--- src/sv/fts_pkg.sv ---
// ----------------------------------------------------------------------------
// fts_pkg
// Shared types and field widths for the FIFO task server.
// ----------------------------------------------------------------------------
package fts_pkg;

    localparam int ID_W      = 16;
    localparam int TICK_W    = 16;
    localparam int SVC_W     = 4;
    localparam int WAIT_W    = 16;
    localparam int TOTAL_W   = 32;
    localparam int LEVEL_W   = 5;

    localparam int IN_TDATA_W  = 8;
    localparam int OUT_TDATA_W = 88;

    // One queued task; svc holds the remaining service of the head task
    typedef struct packed {
        logic [ID_W-1:0]   id;
        logic [TICK_W-1:0] arrival;
        logic [SVC_W-1:0]  svc;
    } fts_entry_t;

    // Result of one tick
    typedef struct packed {
        logic               served_valid;
        logic [ID_W-1:0]    served_id;
        logic               completed;
        logic [WAIT_W-1:0]  task_wait;
        logic [TOTAL_W-1:0] wait_total;
        logic [ID_W-1:0]    tasks_arrived;
        logic [LEVEL_W-1:0] queue_level;
        logic               dropped;
    } fts_result_t;

endpackage

--- src/sv/fts_ram.sv ---
// ----------------------------------------------------------------------------
// fts_ram
// Generic simple dual-port RAM: one write port, one read port, registered read.
// ----------------------------------------------------------------------------
module fts_ram #(
    parameter int WIDTH  = 36,
    parameter int DEPTH  = 16,
    parameter int ADDR_W = $clog2(DEPTH)
) (
    input  logic              clk,
    input  logic              wr_en,
    input  logic [ADDR_W-1:0] wr_addr,
    input  logic [WIDTH-1:0]  wr_data,
    input  logic [ADDR_W-1:0] rd_addr,
    output logic [WIDTH-1:0]  rd_data
);

    logic [WIDTH-1:0] mem [DEPTH];

    always_ff @(posedge clk)
    begin
        if (wr_en)
        begin
            mem[wr_addr] <= wr_data;
        end
    end

    // Read returns the old contents on a same-address write
    always_ff @(posedge clk)
    begin
        rd_data <= mem[rd_addr];
    end

endmodule

--- src/sv/fts_engine.sv ---
// ----------------------------------------------------------------------------
// fts_engine
// Per-tick queue update: enqueue at tail, serve the head, keep statistics.
// ----------------------------------------------------------------------------
module fts_engine #(
    parameter int QUEUE_DEPTH = 16,
    parameter int MAX_SERVICE = 8
) (
    input  logic                    clk,
    input  logic                    rst_n,
    input  logic                    fire,
    input  logic                    arrival_valid,
    input  logic [3:0]              service_time,
    output fts_pkg::fts_result_t    result
);
    import fts_pkg::*;

    localparam int PTR_W   = (QUEUE_DEPTH > 1) ? $clog2(QUEUE_DEPTH) : 1;
    localparam int CNT_W   = $clog2(QUEUE_DEPTH + 1);
    localparam int SVC_CAP = (MAX_SERVICE > 15) ? 15 : MAX_SERVICE;
    localparam logic [PTR_W-1:0] LAST_PTR = PTR_W'(QUEUE_DEPTH - 1);

    function automatic logic [PTR_W-1:0] adv_ptr(input logic [PTR_W-1:0] p);
        adv_ptr = (p == LAST_PTR) ? '0 : p + 1'b1;
    endfunction

    logic [PTR_W-1:0]   head_ptr_reg, head_ptr_next;
    logic [PTR_W-1:0]   tail_ptr_reg, tail_ptr_next;
    logic [CNT_W-1:0]   fill_reg, fill_next;
    logic [TICK_W-1:0]  tick_reg, tick_next;
    logic [ID_W-1:0]    next_id_reg, next_id_next;
    logic [TOTAL_W-1:0] wait_sum_reg, wait_sum_next;
    fts_entry_t         head_reg, head_next;
    logic               byp_valid_reg, byp_valid_next;
    fts_entry_t         byp_data_reg, byp_data_next;

    logic [SVC_W-1:0]   svc_clamp;
    logic               full;
    logic               enq;
    logic               have_head;
    logic               done;
    fts_entry_t         new_entry;
    fts_entry_t         cur;
    fts_entry_t         nxt;
    fts_entry_t         ram_q;
    logic [SVC_W-1:0]   rem_dec;
    logic [TOTAL_W:0]   sum_wide;
    logic [TOTAL_W-1:0] sum_sat;
    logic [PTR_W-1:0]   head_ptr_eff;
    logic [PTR_W-1:0]   rd_addr;
    logic               wr_en;

    always_comb
    begin
        if (service_time == '0)
        begin
            svc_clamp = SVC_W'(1);
        end
        else if (int'(service_time) > SVC_CAP)
        begin
            svc_clamp = SVC_W'(SVC_CAP);
        end
        else
        begin
            svc_clamp = service_time;
        end
    end

    assign full      = (fill_reg == CNT_W'(QUEUE_DEPTH));
    assign enq       = arrival_valid && !full;
    assign new_entry = '{id: next_id_reg, arrival: tick_reg, svc: svc_clamp};

    // Head is the stored head, or the arriving task when the queue was empty
    assign have_head = (fill_reg != '0) || enq;
    assign cur       = (fill_reg == '0) ? new_entry : head_reg;
    assign rem_dec   = cur.svc - 1'b1;
    assign done      = have_head && (rem_dec == '0);

    assign nxt       = byp_valid_reg ? byp_data_reg : ram_q;

    assign sum_wide  = {1'b0, wait_sum_reg} + {{(TOTAL_W + 1 - TICK_W){1'b0}},
                                               tick_reg - cur.arrival};
    assign sum_sat   = sum_wide[TOTAL_W] ? '1 : sum_wide[TOTAL_W-1:0];

    always_comb
    begin
        tail_ptr_next = enq ? adv_ptr(tail_ptr_reg) : tail_ptr_reg;
        head_ptr_next = done ? adv_ptr(head_ptr_reg) : head_ptr_reg;
        fill_next     = fill_reg + CNT_W'(enq) - CNT_W'(done);
        next_id_next  = next_id_reg + ID_W'(enq);
        tick_next     = tick_reg + 1'b1;
        wait_sum_next = done ? sum_sat : wait_sum_reg;

        if (done)
        begin
            // Promote the next task; it is served first on the following tick
            head_next = (fill_reg > CNT_W'(1)) ? nxt : new_entry;
        end
        else if (have_head)
        begin
            head_next     = cur;
            head_next.svc = rem_dec;
        end
        else
        begin
            head_next = head_reg;
        end
    end

    // Keep the RAM output pointed at the entry after the head
    assign head_ptr_eff   = fire ? head_ptr_next : head_ptr_reg;
    assign rd_addr        = adv_ptr(head_ptr_eff);
    assign wr_en          = fire && enq;
    assign byp_valid_next = wr_en && (tail_ptr_reg == rd_addr);
    assign byp_data_next  = new_entry;

    fts_ram #(
        .WIDTH  ($bits(fts_entry_t)),
        .DEPTH  (QUEUE_DEPTH),
        .ADDR_W (PTR_W)
    ) u_ram (
        .clk     (clk),
        .wr_en   (wr_en),
        .wr_addr (tail_ptr_reg),
        .wr_data (new_entry),
        .rd_addr (rd_addr),
        .rd_data (ram_q)
    );

    always_ff @(posedge clk or negedge rst_n)
    begin
        if (!rst_n)
        begin
            head_ptr_reg  <= '0;
            tail_ptr_reg  <= '0;
            fill_reg      <= '0;
            tick_reg      <= '0;
            next_id_reg   <= '0;
            wait_sum_reg  <= '0;
            byp_valid_reg <= 1'b0;
        end
        else
        begin
            byp_valid_reg <= byp_valid_next;
            if (fire)
            begin
                head_ptr_reg <= head_ptr_next;
                tail_ptr_reg <= tail_ptr_next;
                fill_reg     <= fill_next;
                tick_reg     <= tick_next;
                next_id_reg  <= next_id_next;
                wait_sum_reg <= wait_sum_next;
            end
        end
    end

    always_ff @(posedge clk)
    begin
        byp_data_reg <= byp_data_next;
        if (fire)
        begin
            head_reg <= head_next;
        end
    end

    always_comb
    begin
        result.served_valid  = have_head;
        result.served_id     = have_head ? cur.id : '0;
        result.completed     = done;
        result.task_wait     = done ? (tick_reg - cur.arrival) : '0;
        result.wait_total    = wait_sum_next;
        result.tasks_arrived = next_id_next;
        result.queue_level   = LEVEL_W'(fill_next);
        result.dropped       = arrival_valid && full;
    end

endmodule

--- src/sv/fifo_task_server_with_wait_stats.sv ---
// ----------------------------------------------------------------------------
// fifo_task_server_with_wait_stats
// Single-server FIFO task queue with wait-time statistics, one tick per item.
// ----------------------------------------------------------------------------
// Every input transaction is one tick. It may carry a new task; the task gets
// the next id and the current tick as its arrival stamp and joins the queue,
// or is dropped and flagged when all QUEUE_DEPTH slots are in use. The head
// task then receives one tick of service; when it finishes, its wait (tick
// minus arrival, modulo 2^16) is added to a saturating 32-bit total and it
// leaves. Every input transaction yields exactly one output transaction, in
// the cycle after it is accepted. The block takes one transaction per clock
// cycle unless stalled; the figure is set by the tick update path (tail write,
// head decrement and the 33-bit saturating add) between the queue state
// registers and the output register. Task slots live in a RAM that needs no
// clearing after reset, so the block accepts input from the first cycle.
// ----------------------------------------------------------------------------
module fifo_task_server_with_wait_stats #(
    parameter int QUEUE_DEPTH = 16,
    parameter int MAX_SERVICE = 8
) (
    input  logic        clk,
    input  logic        rst_n,
    input  logic        s_tvalid,
    output logic        s_tready,
    // [0] arrival_valid, [4:1] service_time, [7:5] zero
    input  logic [7:0]  s_tdata,
    output logic        m_tvalid,
    input  logic        m_tready,
    // [0] served_valid, [16:1] served_id, [17] completed, [33:18] task_wait,
    // [65:34] wait_total, [81:66] tasks_arrived, [86:82] queue_level,
    // [87] dropped
    output logic [87:0] m_tdata
);
    import fts_pkg::*;

    logic        in_fire;
    logic        out_valid_reg, out_valid_next;
    logic [OUT_TDATA_W-1:0] out_data_reg;
    fts_result_t result;

    // Accept a new transaction whenever the output register is free or drains
    assign s_tready = !out_valid_reg || m_tready;
    assign in_fire  = s_tvalid && s_tready;

    fts_engine #(
        .QUEUE_DEPTH (QUEUE_DEPTH),
        .MAX_SERVICE (MAX_SERVICE)
    ) u_engine (
        .clk           (clk),
        .rst_n         (rst_n),
        .fire          (in_fire),
        .arrival_valid (s_tdata[0]),
        .service_time  (s_tdata[4:1]),
        .result        (result)
    );

    always_comb
    begin
        if (in_fire)
        begin
            out_valid_next = 1'b1;
        end
        else if (m_tready)
        begin
            out_valid_next = 1'b0;
        end
        else
        begin
            out_valid_next = out_valid_reg;
        end
    end

    always_ff @(posedge clk or negedge rst_n)
    begin
        if (!rst_n)
        begin
            out_valid_reg <= 1'b0;
        end
        else
        begin
            out_valid_reg <= out_valid_next;
        end
    end

    // Hold the result until the downstream side takes it
    always_ff @(posedge clk)
    begin
        if (in_fire)
        begin
            out_data_reg <= {result.dropped,
                             result.queue_level,
                             result.tasks_arrived,
                             result.wait_total,
                             result.task_wait,
                             result.completed,
                             result.served_id,
                             result.served_valid};
        end
    end

    assign m_tvalid = out_valid_reg;
    assign m_tdata  = out_data_reg;

endmodule

--- config.mk ---
export PLATFORM = sky130hd
export DESIGN_NAME = fifo_task_server_with_wait_stats
export DESIGN_NICKNAME = d
export VERILOG_FILES = /design/src/sv/fts_pkg.sv /design/src/sv/fts_ram.sv /design/src/sv/fts_engine.sv /design/src/sv/fifo_task_server_with_wait_stats.sv
export SDC_FILE = /design/constraint.sdc
export NUM_CORES = 1
export LEC_CHECK = 0
export BUFFER_PORTS_ARGS = -buffer_cell sky130_fd_sc_hd__buf_2
export CAP_MARGIN = 20
export CORE_UTILIZATION = 25
export CTS_CLUSTER_DIAMETER = 40
export CTS_CLUSTER_SIZE = 25
export DETAILED_ROUTE_END_ITERATION = 12
export PLACE_DENSITY_LB_ADDON = 0.05
export SLEW_MARGIN = 25
export SYNTH_ARGS = -nofsm -noshare
export SYNTH_HDL_FRONTEND = slang
export SYNTH_SLANG_ARGS = --single-unit
--- constraint.sdc ---
create_clock -name clk -period 6.8 [get_ports clk]
set_input_delay 1.36 -clock clk [delete_from_list [all_inputs] [get_ports clk]]
set_output_delay 1.36 -clock clk [all_outputs]
set_load 0.005 [all_outputs]
==> impl_metrics.tcl, run 1 <==
set metrics [dict create \
    grt_pass1_vias 22000 \
    wl_per_cell_um 23.2 \
    numCtsBuffers 152 \
    clk_pin_slew_ps 50 \
    worstPathBufferInverterCount 5 \
    switching_share 0.336 \
    period_share 0.915 \
    dp_hpwl_um 63200 \
    synth-edff-count 700 \
    grt_usage 0.151 \
    synth_cells 2403 \
    cp.required_ps 7260 \
    antenna_found_initial 1 \
    num-nets-final 2670 \
    power_density_nw_per_um2 504 \
    syn-num-nets 2462 \
    worst-path-max-fanout 10 \
    largest_register "u_engine.u_ram.mem" \
    cp_top_family "compound AO/OA/AOI/OAI gates" \
    cts_tree "built" \
    cap_viol_max_count 0 \
    cts_buffer_depth 3 \
    numPortBuffers 98 \
    relSlewSlack 0.321 \
    worstSetupEndpointType "register" \
    leakagePower_nw 16.5 \
    ir_worst_vdd_v 0.000342 \
    drtIter0Drc 1293 \
    tightest_slew_ps 1020 \
    syn_avg_cell_area_um2 14.7 \
    die_w_um 379 \
    die_y_um 379 \
    clock_skew_ps 21.8 \
    first_pass_iters 5 \
    grt_pass1_wl_um 156000 \
    ctsHoldBuffers 0 \
    placed_area_um2 38800 \
    rows 137 \
    h-tree-depth 4 \
    fin_area_um2 44400 \
    yosys.cell_count.top_type "edfxtp_1" \
    clock_latency_ps 760 \
    vias_per_cell 4.58 \
    yosysTopAreaCell "edfxtp_1" \
    pwr-share-comb 0.325 \
    ys_types 74 \
    cp_data_arrival_time_ps 6680 \
    async_reset_ff_frac 0.0928 \
    netlist_area_um2 35400 \
    hold_path_class "in -> async" \
    place_congestion 0.756 \
    slowest_delay_ps 580 \
    path_class "reg -> reg" \
    cp_slowest_cell "o211ai_1" \
    die_area_um2 143000 \
    synth_common_cells "edfxtp_1, nand2_1, clkbuf_1" \
    routed_wl_um 107000 \
    grt_max_degree 75 \
    p_seq_frac 0.308 \
    period_minus_slack_ps 6220 \
    synth_warnings 0 \
    drv_slew 0 \
    drive_gt1_frac 0.233 \
    ios 102 \
    ys_seq_area_frac 0.690 \
    fmax_ghz 0.161 \
    clkPwrFrac 0.366 \
    yosys.area.top_type_share 0.593 \
    dr_total_vias 21200 \
    worst_slack_ps 579 \
    synth_seq_cells 851 \
    rsz0062_at_grt "no" \
    setup_viol 0 \
    hold_violations 0 \
    initial_core_util 0.253 \
    path_depth 26 \
    drc 0 \
    dpl_worst_slack_ps 102 \
    core-area_um2 140000 \
    r2r_cells 26 \
    ant_nets 0 \
    start_kind "register" \
    power.internal_w 0.0149 \
    cts_root_buf "clkbuf_16" \
    cts.sinks 851 \
    syn_to_final_growth_pct 25.4 \
    largest_reg_flops 576 \
    synth_area_leaders "edfxtp_1, dfrtp_1, mux4_2" \
    grt_overflow 0 \
    status "completed" \
    p_sw_w 0.00754 \
    synth_ff_type "edfxtp_1" \
]
-- cells in the final DEF, fill, tap and decap left out, types with 24 or more instances in the layout --
| master | instances |
|---|---|
| a2111o_1 | 35 |
| a21oi_1 | 83 |
| a221o_1 | 37 |
| a31oi_1 | 40 |
| and2_1 | 26 |
| and3_1 | 88 |
| buf_2 | 97 |
| buf_4 | 81 |
| bufinv_16 | 28 |
| clkbuf_1 | 24 |
| clkbuf_16 | 160 |
| dfrtp_1 | 76 |
| dfxtp_1 | 72 |
| edfxtp_1 | 700 |
| ha_1 | 44 |
| inv_1 | 36 |
| mux2_4 | 30 |
| mux2i_1 | 46 |
| mux4_2 | 72 |
| nand2_1 | 305 |
| nand3_1 | 78 |
| nor2_1 | 93 |
| o211a_1 | 36 |
| o21ai_0 | 47 |
| xnor2_1 | 52 |
| xor2_1 | 34 |
-- what timing repair did --
action / 4_1_cts / 5_1_grt
setup endpoints to repair: 0 / 38
resized for setup: 0 / 6
setup buffers: 0 / 0
-- metal layers --
| layer | vias to the layer above | routed length, um | part of all wire | global-route usage |
|---|---|---|---|---|
| li1 | 9695 | - | - | - |
| met1 | 10900 | 49500 | 0.46 | 0.200 |
| met2 | 393 | 51800 | 0.48 | 0.249 |
| met3 | 151 | 3900 | 0.036 | 0.0285 |
| met4 | 0 | 2000 | 0.019 | 0.0444 |
| met5 | - | 0 | 0 | 0 |
-- power groups by stage --
| stage | Combinational [W] | Clock, W | Sequential [W] |
|---|---|---|---|
| final | 0.00728 | 0.00821 | 0.00691 |
| after global routing | 0.00806 | 0.00866 | 0.00697 |
| after CTS | 0.00743 | 0.00844 | 0.00694 |
| after detailed placement | 0.00740 | 0 | 0.00703 |
| after global placement | 0.00737 | 0 | 0.00701 |
| after floorplan | 0.00468 | 0 | 0.00683 |
-- path summary, 6_finish.rpt --
path,startpoint,to,slack (ps)
min reg2reg,u_engine.wait_sum_reg[27],u_engine.wait_sum_reg[27],500
min in group clk,u_engine.wait_sum_reg[27],u_engine.wait_sum_reg[27],500
max reg2reg,u_engine.fill_reg[3],m_tdata[49],580
max in group asynchronous,rst_n,u_engine.wait_sum_reg[6],5300
min,rst_n,u_engine.next_id_reg[3],490
max,u_engine.fill_reg[3],m_tdata[49],580
-- through the flow --
step / cells / total power (W) / setup TNS, ps / utilization / hold WS, ps
after floorplan: 2403 / 0.0115 / 0 / - / 457
after global placement: 4330 / 0.0144 / -9.67 / 0.277 / 486
after detailed placement: 4333 / 0.0144 / 0 / 0.277 / 488
after CTS: 4618 / 0.0228 / 0 / 0.317 / 420
after global routing: 4618 / 0.0237 / 0 / 0.317 / 457
final: 4620 / 0.0224 / 0 / 0.317 / 487
-- layout make-up --
cell class                      instances  area, um2
Sequential cell                       851      24400
Clock inverter                         91       1330
Fill cell                           13800      95600
Timing Repair Buffer                  196       1460
Inverter                               38        148
Tap cell                             1876       2350
Multi-Input combinational cell       1372      10500
Clock buffer                          194       4230
Antenna cell                            2       5.00
-- worst reg2reg max path, stage by stage, from the launching register on --
cell,delay (ps)
dfrtp_1,350
inv_1,120
ha_1,210
or4b_4,540
nand2_1,100
o21ai_0,120
ha_1,230
inv_1,100
ha_1,180
a21oi_1,60
maj3_1,400
a31o_2,300
a21oi_1,140
nor2_1,90
xnor2_2,210
ha_1,290
a21o_1,160
a21o_1,200
a2111oi_0,370
buf_4,190
nor4_1,70
o211ai_1,580
buf_4,270
a21oi_4,110
buf_4,250
a21oi_1,180
a21oi_1,100
-- cell families (layout without fill, tap and decap cells) --
kind of cell,after synthesis,count (layout),synth area share
AO/OA/AOI/OAI,404,404,0.0870
XOR/XNOR,88,88,0.0217
adder cells (fa/ha/maj),50,50,0.0179
buffers and inverters,180,519,0.0208
flip-flops,851,851,0.690
multiplexers,166,166,0.0772
other,0,2,0
AND/OR/NAND/NOR,664,664,0.0858
No activity file was read; power rests on OpenSTA's default activity.
==> run 2: changes to the inputs <==
--- a/config.mk
+++ b/config.mk
@@ -8,6 +8,7 @@
 export BUFFER_PORTS_ARGS = -buffer_cell sky130_fd_sc_hd__buf_2
 export CAP_MARGIN = 20
 export CORE_UTILIZATION = 25
+export CTS_BUF_LIST = sky130_fd_sc_hd__clkbuf_8 sky130_fd_sc_hd__clkbuf_16
 export CTS_CLUSTER_DIAMETER = 40
 export CTS_CLUSTER_SIZE = 25
 export DETAILED_ROUTE_END_ITERATION = 12
==> impl_metrics.tcl, run 2 (synthesis gave the netlist of run 1 again) <==
set metrics [dict create \
    clk_pin_slew_ps 50 \
    tightest_slew_ps 1020 \
    power.internal_w 0.0148 \
    period_minus_slack_ps 6210 \
    cts_tree "built" \
    die_w_um 379 \
    grt_overflow 0 \
    ios 102 \
    dr_total_vias 21200 \
    worstPathBufferInverterCount 5 \
    clock_skew_ps 23.2 \
    relSlewSlack 0.321 \
    numCtsBuffers 152 \
    largest_reg_flops 576 \
    grtUsageMet1 0.200 \
    switching_share 0.337 \
    numPortBuffers 98 \
    grt_max_degree 75 \
    pwr-share-comb 0.325 \
    cp.required_ps 7260 \
    p_seq_frac 0.309 \
    worstSetupEndpointType "register" \
    place_inst 4333 \
    r2r_slack_ps 590 \
    grt_busiest_layer "met2" \
    clkPwrFrac 0.366 \
    drv_slew 0 \
    die_area_um2 143000 \
    ant_nets 0 \
    initial_core_util 0.253 \
    status "completed" \
    rsz0062_at_grt "no" \
    leakagePower_nw 16.6 \
    cap_viol_max_count 0 \
    power_w 0.0224 \
    stdcell_count 4620 \
    slowest_delay_ps 580 \
    worstReg2RegEnd "m_tdata[49]" \
    layout_common_cells "edfxtp_1, nand2_1, clkbuf_16" \
    power_density_nw_per_um2 503 \
    routed_wl_um 107000 \
    start_kind "register" \
    wl_per_cell_um 23.2 \
    hold_path_class "in -> async" \
    r2r-start "u_engine.fill_reg[3]" \
    multi_input_area_um2 10500 \
    cp_slowest_cell "o211ai_1" \
    seqCellArea_um2 24400 \
    worst-path-max-fanout 10 \
    cts_resized 0 \
    r2r_cells 26 \
    cp_top_family "compound AO/OA/AOI/OAI gates" \
    ir_worst_vdd_v 0.000343 \
    h-tree-depth 4 \
    cts_root_buf "clkbuf_16" \
    cp_data_arrival_time_ps 6670 \
    met3_usage 0.0285 \
    drive_gt1_frac 0.233 \
    vias_per_cell 4.59 \
    cts.sinks 851 \
    critical_path.startpoint "u_engine.fill_reg[3]" \
    ctsHoldBuffers 0 \
    syn_to_final_growth_pct 25.4 \
    largest_register "u_engine.u_ram.mem" \
    path_class "reg -> reg" \
    fmax_ghz 0.161 \
    use_met2 0.249 \
    period_share 0.914 \
    core-area_um2 140000 \
    fill_cells 13800 \
    clock_latency_ps 760 \
    rows 137 \
    setup_viol 0 \
    drc 0 \
    dp_hpwl_um 63200 \
    post_cts_buffers 0 \
    utilization 0.317 \
    first_pass_iters 5 \
    num-nets-final 2670 \
    antenna_found_initial 1 \
    final_common_cell "edfxtp_1" \
    cts_buffer_depth 3 \
    hold_violations 0 \
    grt_usage 0.151 \
    place_congestion 0.756 \
    die_y_um 379 \
    p_sw_w 0.00754 \
    grt_pass1_vias 22100 \
    drtIter0Drc 1288 \
    grt_pass1_wl_um 156000 \
]
-- run 2: worst max-delay path by stage --
stage / depth (start not counted) / slack [ps] / endpoint
final: 26 / 590 / m_tdata[49]
after global routing: 26 / 190 / m_tdata[49]
after CTS: 24 / 40 / m_tdata[62]
after detailed placement: 24 / 100 / m_tdata[62]
after global placement: 25 / -10 / m_tdata[58]
after floorplan: 26 / 760 / u_engine.u_ram.rd_data[10]
-- run 2: final cells by class --
| cell class | count | share of cell area |
|---|---|---|
| clock inverter | 115 | 0.0320 |
| multi-input combinational | 1372 | 0.236 |
| inverter | 38 | 0.00332 |
| antenna | 2 | 0.000113 |
| tap | 1876 | 0.0528 |
| sequential | 851 | 0.550 |
| timing repair buffer | 196 | 0.0327 |
| clock buffer | 170 | 0.0932 |
-- run 2: power by group through the flow --
stage	registers (W)	clock network (W)	logic (W)
finish	0.00691	0.00818	0.00728
global route	0.00697	0.00862	0.00806
CTS	0.00693	0.00841	0.00743
detailed placement	0.00703	0	0.00740
global placement	0.00701	0	0.00737
floorplan	0.00683	0	0.00468
-- run 2: layer usage --
layer	routed length [um]	share of wire	vias to the layer above
li1	-	-	9695
met1	49600	0.46	10900
met2	51800	0.48	396
met3	3880	0.036	151
met4	2030	0.019	0
met5	0	0	-
-- run 2: per-stage QoR --
| step | TNS, ps | hold WS [ps] | setup WS (ps) | instance area, um2 |
|---|---|---|---|---|
| floorplan | 0 | 457 | 764 | 35400 |
| global placement | -9.67 | 486 | -9.67 | 38800 |
| detailed placement | 0 | 488 | 102 | 38800 |
| CTS | 0 | 420 | 36.1 | 44400 |
| global route | 0 | 457 | 193 | 44400 |
| finish | 0 | 487 | 587 | 44400 |
